$ cat src/design/encoder_position_speed_tracker_unit_assert.svh
// assertion macros for the encoder position and speed tracker
`ifndef ENCODER_POSITION_SPEED_TRACKER_UNIT_ASSERT_SVH
`define ENCODER_POSITION_SPEED_TRACKER_UNIT_ASSERT_SVH

// same-cycle implication, clocked on clk, off during reset
`define EPST_ASSERT_IMPL(lbl, ante, cons, msg) \
    lbl: assert property (@(posedge clk) disable iff (!rst_n) (ante) |-> (cons)) else $error(msg);

// next-cycle implication, clocked on clk, off during reset
`define EPST_ASSERT_NEXT(lbl, ante, cons, msg) \
    lbl: assert property (@(posedge clk) disable iff (!rst_n) (ante) |=> (cons)) else $error(msg);

`endif

$ cat src/design/epst_pkg.sv
// shared types, constants and helpers of the encoder position and speed tracker
`timescale 1ns / 1ps
package epst_pkg;

    localparam int RING_DEPTH = 16;
    localparam int RING_AW    = $clog2(RING_DEPTH);
    localparam int CPT_LOG2   = 12;
    localparam int ANGLE_W    = 16;
    localparam int ADV_W      = CPT_LOG2 + ANGLE_W;
    localparam int POS_W      = 48;
    localparam int TICK_W     = 48;
    localparam int SPD_W      = 32;
    localparam int DIV_NW     = 64;
    localparam int DIV_DW     = 48;
    localparam int FQ_DEPTH   = 4;
    localparam int FQ_AW      = $clog2(FQ_DEPTH);
    localparam int OQ_DEPTH   = 2;
    localparam int OQ_AW      = $clog2(OQ_DEPTH);
    localparam int CFG_IDX_W  = 2;
    localparam int CFG_DATA_W = 32;

    localparam logic [CFG_IDX_W-1:0] REG_ANGLE_OFFSET = 2'd0;
    localparam logic [CFG_IDX_W-1:0] REG_POLE_PAIRS   = 2'd1;
    localparam logic [CFG_IDX_W-1:0] REG_STALE_TICKS  = 2'd2;

    localparam logic signed [16:0]      HALF_SPAN = 17'sd32767;
    localparam logic signed [POS_W:0]   RAW_SPAN  = 49'sh1_0000;
    localparam logic signed [POS_W-1:0] POS_MIN   = 48'sh8000_0000_0000;
    localparam logic signed [POS_W-1:0] BASE_MAX  = 48'sh7FFF_FFFF_0000;

    typedef struct packed {
        logic [15:0]        raw_position;
        logic [TICK_W-1:0]  capture_tick;
        logic [TICK_W-1:0]  now_tick;
    } in_item_t;

    typedef struct packed {
        logic signed [POS_W-1:0] multi_turn_position;
        logic [ANGLE_W-1:0]      mech_angle;
        logic [ANGLE_W-1:0]      elec_angle;
        logic signed [SPD_W-1:0] speed;
        logic signed [SPD_W-1:0] acceleration;
    } out_item_t;

    typedef struct packed {
        logic [15:0] angle_offset;
        logic [5:0]  pole_pairs;
        logic [31:0] stale_ticks;
    } cfg_t;

    typedef struct packed {
        in_item_t item;
        logic     changed;
        logic     wrap_dn;
        logic     wrap_up;
    } front_item_t;

    function automatic logic [RING_AW-1:0] next_idx(input logic [RING_AW-1:0] i);
        logic [RING_AW-1:0] r;
        if (i == RING_AW'(RING_DEPTH - 1))
            r = '0;
        else
            r = i + 1'b1;
        return r;
    endfunction

    function automatic logic signed [SPD_W-1:0] sat32(input logic [DIV_NW-1:0] m,
                                                      input logic neg);
        logic signed [SPD_W-1:0] r;
        if (neg) begin
            if (m >= 64'h8000_0000)
                r = 32'sh8000_0000;
            else
                r = SPD_W'(~m[SPD_W-1:0] + 1'b1);
        end
        else begin
            if (m > 64'h7FFF_FFFF)
                r = 32'sh7FFF_FFFF;
            else
                r = m[SPD_W-1:0];
        end
        return r;
    endfunction

endpackage

$ cat src/design/epst_front.sv
// input queue that classifies each reading against the previous one
`timescale 1ns / 1ps
module epst_front (
    input  logic                  clk,
    input  logic                  rst_n,
    input  logic                  push,
    output logic                  full,
    input  epst_pkg::in_item_t    in_item,
    input  logic                  deq,
    output logic                  q_empty,
    output epst_pkg::front_item_t q_item
);
    import epst_pkg::*;

    front_item_t      fq_mem [FQ_DEPTH];
    logic [FQ_AW-1:0] wr_ptr_reg, rd_ptr_reg;
    logic [FQ_AW:0]   cnt_reg;
    logic [15:0]      last_raw_reg;
    logic signed [16:0] diff;
    front_item_t      cls;
    logic             acc;

    // classify against the last accepted reading
    always_comb
    begin
        diff        = $signed({1'b0, in_item.raw_position}) - $signed({1'b0, last_raw_reg});
        cls.item    = in_item;
        cls.changed = in_item.raw_position != last_raw_reg;
        cls.wrap_dn = diff > HALF_SPAN;
        cls.wrap_up = diff < -HALF_SPAN;
    end

    assign full    = cnt_reg == (FQ_AW+1)'(FQ_DEPTH);
    assign q_empty = cnt_reg == '0;
    assign acc     = push && !full;
    assign q_item  = fq_mem[rd_ptr_reg];

    // queue pointers and last reading
    always_ff @(posedge clk or negedge rst_n)
    begin
        if (!rst_n) begin
            wr_ptr_reg   <= '0;
            rd_ptr_reg   <= '0;
            cnt_reg      <= '0;
            last_raw_reg <= '0;
        end
        else begin
            if (acc) begin
                wr_ptr_reg   <= wr_ptr_reg + 1'b1;
                last_raw_reg <= in_item.raw_position;
            end
            if (deq)
                rd_ptr_reg <= rd_ptr_reg + 1'b1;
            if (acc && !deq)
                cnt_reg <= cnt_reg + 1'b1;
            else if (!acc && deq)
                cnt_reg <= cnt_reg - 1'b1;
        end
    end

    // queue storage
    always_ff @(posedge clk)
    begin
        if (acc)
            fq_mem[wr_ptr_reg] <= cls;
    end
endmodule

$ cat config.mk
export PLATFORM = sky130hd
export DESIGN_NAME = epst_front
export DESIGN_NICKNAME = d
export VERILOG_FILES = /design/src/design/encoder_position_speed_tracker_unit_assert.svh /design/src/design/epst_pkg.sv /design/src/design/epst_front.sv
export SDC_FILE = /design/constraint.sdc
export NUM_CORES = 1
export LEC_CHECK = 0
export BUFFER_PORTS_ARGS = -buffer_cell sky130_fd_sc_hd__clkbuf_2
export CORE_MARGIN = 3
export CORE_UTILIZATION = 55
export DETAILED_ROUTE_END_ITERATION = 8
export GPL_TIMING_DRIVEN = 0
export PLACE_DENSITY = 0.86
export SYNTH_ARGS = -nofsm -noshare
export SYNTH_HDL_FRONTEND = slang
export SYNTH_SLANG_ARGS = --single-unit
$ cat constraint.sdc
create_clock -name clk -period 5.9 [get_ports clk]
set_input_delay 0 -clock clk [delete_from_list [all_inputs] [get_ports clk]]
set_output_delay 0 -clock clk [all_outputs]
set_load 0.1 [all_outputs]
### Word level (Yosys, flattened, before mapping)

Memory sizes are Yosys's and may differ from the RTL's.
Index checks and enable logic that the tools add are counted.

* memories kept: 1
* bits in registers: 23
* input port bits: 116
* word-level logic and storage cells: 26
* output and inout bits: 117
* bits in writable memories: 460

* equality and inequality tests: 2
* reductions and logical operators: 8
* muxes and demuxes: 4
* $lt $le $gt $ge: 2
* add/subtract/negate cells: 5

Memory list
* fq_mem: depth 4, bits a word 115, rd ports 1, clocked after memory_dff 0, wr ports 1, line epst_front.sv:15 `front_item_t fq_mem [FQ_DEPTH];`

Operators with widths (count)
* $gt A17 B16 Y1 const B: 1
* $lt A17 B16 Y1 const B: 1
* $sub A16 B16 Y17: 1
* $ne A16 B16 Y1: 1
* $mux W3: 2
* $add A2 B1 Y2 const B: 2
* $add A3 B1 Y3 const B: 1
* $eq A3 B3 Y1 const B: 1
* $logic_and A1 B1 Y1: 3
* $logic_not A1 Y1: 3
* $logic_not A3 Y1: 1
* $sub A3 B1 Y3 const B: 1
* $mux W1: 2
* $reduce_bool A2 Y1: 1

### Longest topological paths before layout

Gate-level depths: netlist of the first run.

* depth in word-level cells: 7
* depth in mapped cells: 10
* mapped depth without buffers: 10

### Worst setup path before layout of the first run

Ideal clock, no wire load.

* kind: register to register
* start: reg cnt_reg[0]
* end: mem fq_mem[0][0] (netlist bit), enable pin
* library setup time: 0.767 ns
* buffers on the path: 1
* required time: 5.133 ns
* data arrival time: 4.599 ns
* clock period less this slack: 5.366 ns
* setup slack: 0.534 ns
* cell stages (with the launch flop): 5
* path through: dfrtp_1 -> nor3b_1 -> nor2b_1 -> clkbuf_1 -> and2_1

* word-level cells in the longest chain between the ends: 5

Ends and longest elaborated chain
* start, declared: line epst_front.sv:17 `logic [FQ_AW:0] cnt_reg;`
* start signal, assigned: line epst_front.sv:55 `cnt_reg <= cnt_reg + 1'b1;`
* start signal, assigned: line epst_front.sv:57 `cnt_reg <= cnt_reg - 1'b1;`
* $eq A3 B3 Y1: line epst_front.sv:33 `assign full = cnt_reg == (FQ_AW+1)'(FQ_DEPTH);`
* named net full: line epst_front.sv:7 `output logic full,`
* $logic_not A1 Y1: line epst_front.sv:35 `assign acc = push && !full;`
* $logic_and A1 B1 Y1: line epst_front.sv:35
* $mux W1: line epst_front.sv:64 `if (acc)`
* $mux W1 (not written as such): line epst_front.sv:65 `fq_mem[wr_ptr_reg] <= cls;`
* end, declared: line epst_front.sv:15

The timed path passes the listed nets, and every way through them passes these cells.

==> impl_metrics.json, run 1 <==
{
  "outcome": "finished clean",
  "clock-root-buffer": "clkbuf_16",
  "ant_nets": 0,
  "ys.flop_type": "edfxtp_1",
  "fillers": 1977,
  "rows": 66,
  "synth-async-reset-ratio_pct": 4.76,
  "drt-initial-drc-count": 699,
  "cts_buffer_depth": 3,
  "worst-setup-path-type": "reg -> out",
  "cts_tree": "yes",
  "start_kind": "flip-flop",
  "drv_slew": 0,
  "synth_enable_flop_cells": 460,
  "h-tree-depth": 2,
  "max_slew_margin_pct": 41.4,
  "wl_per_cell_um": 22.6,
  "drive_gt1_share_pct": 34.7,
  "cp.arrival_ps": 3330,
  "setup_viol": 0,
  "multi_input_area_um2": 3890,
  "hp-class": "in -> reg",
  "routed_via_density": 5.69,
  "ys_ff_latch": 483,
  "skew_ps": 7.41,
  "die_area_um2": 35900,
  "largest_reg_flops": 460,
  "synth_mux_area_share_pct": 14.1,
  "placed_area_um2": 20500,
  "grt_max_degree": 59,
  "start_util_pct": 56.3,
  "numCtsBuffers": 47,
  "area_growth_pct": 24.9,
  "synth-simple-area-share_pct": 1.88,
  "yosysWarnings": 0,
  "worst_slew_pin_slew_ps": 879,
  "ys_types": 55,
  "min_period_ps": 3330,
  "synthCells": 840,
  "antenna_found_initial": 1,
  "die_h_um": 189,
  "io_buffers": 232,
  "postCtsSetupBuffers": 0,
  "seq_area_um2": 14400,
  "fin_util_pct": 70.3,
  "yosysSeqAreaShare_pct": 77.7,
  "cap_violations": 0,
  "hold_viol": 0,
  "whs_ps": 119,
  "synth_fa_ha_area_share_pct": 1.70,
  "critPathRequiredTime_ps": 5900,
  "max_freq_mhz": 300,
  "design_area_um2": 23100,
  "synth_top_family_by_area": "multiplexers",
  "r2r-start": "last_raw_reg[0]",
  "io_pins": 233,
  "hp-start": "push",
  "syn_nets": 980,
  "startpoint": "rd_ptr_reg[1]",
  "clk_pin_slew_ps": 60,
  "period_share_pct": 56.5,
  "grt_pass1_vias": 10721,
  "rsz0062_at_grt": "no",
  "avgSynthCellArea_um2": 22.0,
  "place.gp.congestion": 0.831,
  "first_pass_iters": 5,
  "cts_resized": 0,
  "vias": 9811,
  "gr-total-overflow": 0,
  "synth_compound_area_share_pct": 2.70,
  "crit_fanout": 10,
  "dp_hpwl_um": 23200,
  "grt_pass1_wl_um": 62000,
  "die_w_um": 189,
  "fin_nets": 1385,
  "remaining_drc_errors": 0,
  "clk_latency_ps": 550,
  "core_um2": 32900,
  "wl_um": 39000,
  "synth-xor-area-share_pct": 0.568,
  "grt_usage_pct": 22.7,
  "endpoint_kind": "output port",
  "cts_hold_buf": 116,
  "clock-sinks": 483,
  "synth_area_um2": 18500
}
## cell usage in the layout, fill, tap and decap left out, drive strengths merged, types with 4 or more instances in the layout
| cell type | n |
|---|---|
| edfxtp | 460 |
| clkbuf | 308 |
| mux4 | 115 |
| dlygate4sd3 | 115 |
| nand2 | 32 |
| inv | 28 |
| o21ai | 26 |
| dfrtp | 23 |
| buf | 23 |
| ha | 22 |
| clkinv | 16 |
| a21oi | 13 |
| nor2 | 11 |
| xor2 | 7 |
| and2 | 7 |
| nand3 | 5 |
| xnor2 | 5 |
| bufinv | 5 |
| nor3 | 4 |
| o21a | 4 |
| clkinvlp | 4 |
## kinds of logic after synthesis
kind of cell / count (synthesis)
DFF: 483
muxes: 117
AOI/OAI and AO/OA: 73
and+or+nand+nor: 73
buffers and inverters: 58
adders and majority gates: 24
xor gates and xnor gates: 12
## cells in the mapped netlist (all sizes together), types with 2 or more instances
library cell | instances | share of area [%]
edfxtp | 460 | 75
mux4 | 115 | 14
nand2 | 32 | 0.65
inv | 26 | 0.53
o21ai | 26 | 0.70
dfrtp | 23 | 3.1
ha | 22 | 1.5
clkbuf | 18 | 0.36
buf | 14 | 0.41
a21oi | 13 | 0.37
nor2 | 11 | 0.22
and2 | 7 | 0.25
xor2 | 7 | 0.33
nand3 | 5 | 0.14
xnor2 | 5 | 0.24
nor3 | 4 | 0.11
o21a | 4 | 0.16
a21boi | 3 | 0.12
a21o | 3 | 0.12
a221oi | 3 | 0.24
and3 | 3 | 0.11
nor2b | 3 | 0.10
a211oi | 2 | 0.081
a31oi | 2 | 0.068
fa | 2 | 0.22
mux2 | 2 | 0.12
nand2b | 2 | 0.068
o2111a | 2 | 0.12
o21bai | 2 | 0.081
o31a | 2 | 0.095
o31ai | 2 | 0.081
## through the flow
stage          setup WS (ps)  TNS, ps  cells
2_1_floorplan            534        0    840
3_3_place_gp            -554  -238070   1514
3_5_place_dp            3030        0   1522
4_1_cts                 2400        0   1723
5_1_grt                 2290        0   1724
6_report                2570        0   1725
## routing by layer
layer / track usage, % / wire [um] / vias to the layer above
li1: - / - / 4298
met1: 30.7 / 15400 / 5071
met2: 38.5 / 20200 / 393
met3: 5.20 / 2870 / 49
met4: 4.81 / 557 / 0
met5: 0 / 0 / -
## critical path: stages (launching register included)
cell	delay, ps
dfrtp_1	320
clkbuf_1	470
clkbuf_1	580
clkbuf_1	580
mux4_2	430
clkbuf_2	390
## area by class of cell
cell class,instances,share of cell area (%)
clock buffer,58,5.27
clock inverter,27,1.14
tap,442,2.39
multi-input combinational,299,16.8
timing repair buffer,356,11.0
sequential,483,62.3
antenna,2,0.0217
buffer,32,0.623
inverter,26,0.422
## final timing paths
check | endpoint | slack [ps] | depth (start not counted)
setup / recovery | q_item[72] | 2570 | 5
setup reg to reg | fq_mem[1][1] | 2960 | 8
min in group asynchronous | last_raw_reg[1] | 490 | 4
hold reg to reg | cnt_reg[2] | 490 | 1
hold / removal | last_raw_reg[7] | 120 | 5
max in group asynchronous | last_raw_reg[15] | 5250 | 4
Power of run 1 is left out: the tool's default activity adds up to more than one toggle a clock period on the data nets, which glitch-free logic cannot reach.
==> run 2: changes to the inputs <==
ABC_AREA = 1   (was unset)
CORE_UTILIZATION = 52   (was 55)
PLACE_DENSITY = 0.85   (was 0.86)
clock period = 3 ns   (was 5.9 ns; I/O delays follow)
==> run 2 against run 1 <==
Against the previous run: die area increased by 8.1%; via count grew 35%; core utilization shrank 3.3 points; register-to-register slack got worse by 2700 ps; sequential cell count stayed put; worst setup slack worse by 2500 ps; area after synthesis up 2.5%; routed wire length up 27%; count of clock-buffer cells in the layout fell by 2; sequential share of layout area down 2.2 points; non-clock buffer count grew 54; critical path depth up 3; critical path type unchanged; largest cell class unchanged; highest routed layer is now met5.
==> impl_metrics.json, run 2 <==
{
  "numCtsBuffers": 48,
  "dp_hpwl_um": 31600,
  "h-tree-depth": 2,
  "max_slew_margin_pct": 27.7,
  "crit_slowest_cell": "clkbuf_2",
  "clock-sinks": 483,
  "largest_reg_flops": 460,
  "layout.cells.non_filler": 2344,
  "min_period_ps": 2920,
  "max_freq_mhz": 342,
  "drt-initial-drc-count": 1116,
  "fin_nets": 1985,
  "yosys.area.top_type": "edfxtp_1",
  "worst_slew_pin_slew_ps": 1080,
  "rr_worst_depth": 8,
  "hp-start": "in_item[78]",
  "synth.most_common_cell": "edfxtp_1",
  "fin_util_pct": 67.0,
  "area_growth_pct": 26.3,
  "finalSetupTns_ps": 0,
  "slowest_delay_ps": 510,
  "skew_ps": 18.4,
  "syn_nets": 1571,
  "drv_slew": 0,
  "placed_area_um2": 21100,
  "netlist_top_cells_area": "edfxtp_1, o21ai_0, nor2_1",
  "die_area_um2": 38800,
  "rr_endpoint": "fq_mem[2][32]",
  "avgSynthCellArea_um2": 13.3,
  "period_share_pct": 97.5,
  "synth-async-reset-ratio_pct": 4.76,
  "remaining_drc_errors": 0,
  "crit_fanout": 10,
  "cp.arrival_ps": 2920,
  "die_w_um": 197,
  "ys.flop_type": "edfxtp_1",
  "gr-total-overflow": 0,
  "synth_top_area_share_pct": 72.8,
  "core_um2": 35700,
  "grt_pass1_vias": 13503,
  "vias": 13278,
  "die_h_um": 197,
  "path_cells": "buf_2 -> buf_4 -> inv_2 -> buf_4 -> buf_2 -> nor2_1 -> o22ai_1 -> clkbuf_2",
  "io_buffers": 232,
  "startpoint": "rd_ptr_reg[0]",
  "routed_via_density": 5.66,
  "yosysSeqAreaShare_pct": 75.9,
  "drive_gt1_share_pct": 20.1,
  "synth_enable_flop_cells": 460,
  "clk_latency_ps": 580,
  "hp-class": "in -> reg",
  "r2r-start": "cnt_reg[2]",
  "critPathRequiredTime_ps": 3000,
  "outcome": "finished clean",
  "placed_cells": 2140,
  "synth_common_cells": "edfxtp_1, nor2_1, o21ai_0, o22ai_1, nand2_1",
  "ys_types": 29,
  "wl_um": 49500,
  "grt_pass1_wl_um": 74800,
  "start_kind": "flip-flop",
  "grt_max_degree": 31,
  "clk_pin_slew_ps": 60,
  "hold_viol": 0,
  "clock-root-buffer": "clkbuf_16",
  "grt_usage_pct": 25.2,
  "first_pass_iters": 5,
  "rows": 69,
  "setup_viol": 0,
  "worst-setup-path-type": "reg -> out",
  "synthCells": 1431,
  "yosysWarnings": 0,
  "rrSetupSlack_ps": 290,
  "wl_per_cell_um": 21.1,
  "rsz0062_at_grt": "no",
  "ys_ff_latch": 483,
  "synth_area_um2": 19000,
  "layout_common_cells": "edfxtp_1, o21ai_0, nor2_1",
  "io_pins": 233,
  "cts_buffer_depth": 3,
  "cts_tree": "yes",
  "ant_nets": 0,
  "final_common_cell": "edfxtp_1",
  "design_area_um2": 24000,
  "antenna_found_initial": 5,
  "endpoint_kind": "output port",
  "cap_violations": 0,
  "fillers": 2410,
  "place.gp.congestion": 0.877,
  "crit_path_end": "q_item[2]",
  "start_util_pct": 53.1
}
-- run 2: changes by cell type after synthesis, sizes merged, moves of 11 or more --
cell / before / now
nor2: 11 / 254
nand3: 5 / 16
o21ai: 26 / 251
clkbuf: 18 / 51
mux4: 115 / 0
o22ai: 0 / 115
nand2: 32 / 105
buf: 14 / 27
inv: 26 / 69
-- run 2: how the worst min path moves through the flow --
stage / to / slack [ps] / cells past startpoint
after floorplan: cnt_reg[0] / -300 / 0
after detailed placement: wr_ptr_reg[1] / 40 / 1
after global placement: cnt_reg[2] / 20 / 1
after CTS: fq_mem[1][81] / 140 / 2
after global routing: fq_mem[1][65] / 170 / 2
final: fq_mem[0][81] / 180 / 2
-- run 2: area by class of cell --
class                   instances  area [um2]  share of cell area (%)
repair buffers                364        2870                    12.0
diodes                          3        7.51                  0.0313
well taps                     461         577                    2.41
clock buffers                  56        1250                    5.23
inverters                      69         265                    1.11
multi-input cells             801        4040                    16.9
clock inverters                29         190                   0.794
plain buffers                  78         354                    1.48
flip-flops and latches        483       14400                    60.1
-- run 2: stage by stage --
| stage | worst slack, ps | hold slack, ps |
|---|---|---|
| global route | 1.12 | 173 |
| CTS | 1.42 | 141 |
| detailed placement | 163 | 35.3 |
| finish | 76.4 | 185 |
| floorplan | -68.7 | -296 |
| global placement | -1380 | 23.9 |
-- run 2: logic make-up after synthesis --
family	after synthesis	share of synthesized area (%)
mux	1	0.0594
compound gates	379	10.8
xor+xnor	9	0.416
simple gates	388	8.09
fa+ha+maj	24	1.66
buf+inv	147	3.10
flops	483	75.9
-- run 2: what timing repair did --
| item | in CTS | in global routing |
|---|---|---|
| hold buffers | 116 | 0 |
| hold endpoints to repair | 493 | 0 |
| buffers inserted | 0 | 0 |
| resized for setup | 82 | 57 |
| pin swaps | 0 | 0 |
| setup endpoints to repair | 102 | 61 |
-- run 2: worst max-delay path, delay by kind of cell, from the launching register on --
kind | cells | cell delay [ps]
AND/OR/NAND/NOR | 1 | 60
flip-flops | 1 | 360
AO/OA/AOI/OAI | 1 | 250
buffers and inverters | 6 | 1670
-- run 2: layer usage --
| metal | part of all wire [%] | track usage, % | wire length, um |
|---|---|---|---|
| met1 | 37 | 30.9 | 18400 |
| met2 | 51 | 44.1 | 25200 |
| met3 | 8.4 | 5.33 | 4160 |
| met4 | 3.6 | 9.95 | 1760 |
| met5 | 0.057 | 0 | 28 |
Power of run 2 is left out for the same reason.
==> run 3: changes to the inputs <==
CORE_MARGIN = 2   (was 3)
==> run 3 against run 2 <==
Against the previous run: register-to-register slack gained 100 ps; critical path depth down 3; clock skew down 2.4 ps; core utilization up 0.15 points; first-iteration DRC count up 15%; cell count stayed put; count of clock-buffer cells in the layout grew 6; cell area grew 0.23%; non-clock buffer count increased by 2; worst setup slack improved by 30 ps; routed wire length increased by 2.0%.
==> impl_metrics.json, run 3 (synthesized netlist as in run 2, its figures left out) <==
{
  "critPathRequiredTime_ps": 3000,
  "setup_viol": 0,
  "io_buffers": 232,
  "worst-setup-path-type": "reg -> out",
  "layout_common_cells": "edfxtp_1, o21ai_0, nor2_1",
  "seq_area_um2": 14400,
  "fin_util_pct": 67.2,
  "fin_nets": 1986,
  "min_period_ps": 2890,
  "wl_met1_um": 18600,
  "drv_slew": 0,
  "clk_pin_slew_ps": 60,
  "route.met2.wl_um": 25700,
  "gr-total-overflow": 0,
  "hp-class": "in -> reg",
  "first_pass_iters": 7,
  "die_h_um": 195,
  "io_pins": 233,
  "pre_cts_ws_ps": 186,
  "place.gp.congestion": 0.884,
  "start_util_pct": 53.1,
  "whs_path_depth": 2,
  "largest_reg_flops": 460,
  "grt_pass1_vias": 14061,
  "drive_gt1_share_pct": 19.9,
  "rows": 69,
  "outcome": "finished clean",
  "grt_max_degree": 31,
  "skew_ps": 16.1,
  "postCtsSetupBuffers": 0,
  "die_area_um2": 38000,
  "rr_worst_depth": 7,
  "period_share_pct": 96.4,
  "wl_per_cell_um": 21.6,
  "h-tree-depth": 2,
  "crit_fanout": 10,
  "wl_um": 50500,
  "cap_violations": 0,
  "grt_pass1_wl_um": 77500,
  "layout.cells.non_filler": 2344,
  "remaining_drc_errors": 0,
  "vias": 13460,
  "clock-root-buffer": "clkbuf_16",
  "clk_latency_ps": 580,
  "placed_area_um2": 21100,
  "rsz0062_at_grt": "no",
  "design_area_um2": 24000,
  "numCtsBuffers": 47,
  "grt_usage_pct": 26.6,
  "met3WireLength_um": 4300,
  "multi_input_area_um2": 4040,
  "placed_cells": 2141,
  "area_growth_pct": 26.6,
  "hold_viol": 0,
  "routed_via_density": 5.74,
  "clock-sinks": 483,
  "antenna_found_initial": 5,
  "worst_slack_ps": 107,
  "max_slew_margin_pct": 47.8,
  "endpoint_kind": "output port",
  "start_kind": "flip-flop",
  "cts_buffer_depth": 3,
  "worst_slew_pin_slew_ps": 781,
  "final_common_cell": "edfxtp_1",
  "die_w_um": 195,
  "cts_tree": "yes",
  "max_freq_mhz": 346,
  "cp.arrival_ps": 2890,
  "core_um2": 35700,
  "dp_hpwl_um": 30800,
  "fillers": 2384,
  "top_layer": "met5",
  "ant_nets": 0,
  "drt-initial-drc-count": 1282
}
-- run 3: critical path: stages (launching register included) --
cell,delay [ps]
dfrtp_2,550
clkbuf_2,400
clkbuf_1,460
o21ai_0,200
o22ai_1,200
clkbuf_2,510
-- run 3: area by class of cell --
cell class	count	area share [%]
repair buffers	366	12.2
diodes	4	0.0417
clock inverters	20	0.803
clock buffers	62	5.22
flip-flops and latches	483	60.0
multi-input cells	801	16.8
plain buffers	78	1.47
inverters	69	1.10
well taps	461	2.40
-- run 3: final timing paths --
check | startpoint | endpoint | slack, ps
min in group asynchronous | rst_n | last_raw_reg[12] | 490
hold reg to reg | last_raw_reg[0] | last_raw_reg[0] | 530
setup / recovery | rd_ptr_reg[1] | q_item[64] | 110
max in group asynchronous | rst_n | rd_ptr_reg[1] | 2350
hold / removal | in_item[59] | fq_mem[2][62] | 180
setup reg to reg | cnt_reg[1] | fq_mem[2][100] | 390
-- run 3: what timing repair did --
action	in CTS	in global routing
pin swaps	0	0
endpoints found under the setup margin	89	75
endpoints found under the hold margin	493	0
gates resized for setup	73	53
hold buffers	117	0
-- run 3: layer usage --
metal,GRT usage (%),vias to the layer above
met3,6.23,134
met1,31.8,6570
met2,46.6,685
met5,0,-
met4,11.0,4
li1,-,6067
-- run 3: metrics by stage --
| stage | TNS (ps) | hold WS, ps |
|---|---|---|
| 4_1_cts | 0 | 154 |
| 5_1_grt | 0 | 181 |
| 6_report | 0 | 181 |
| 3_3_place_gp | -593730 | 22.4 |
| 3_5_place_dp | 0 | 42.9 |
| 2_1_floorplan | -24720 | -296 |
Power of run 3 is left out for the same reason.
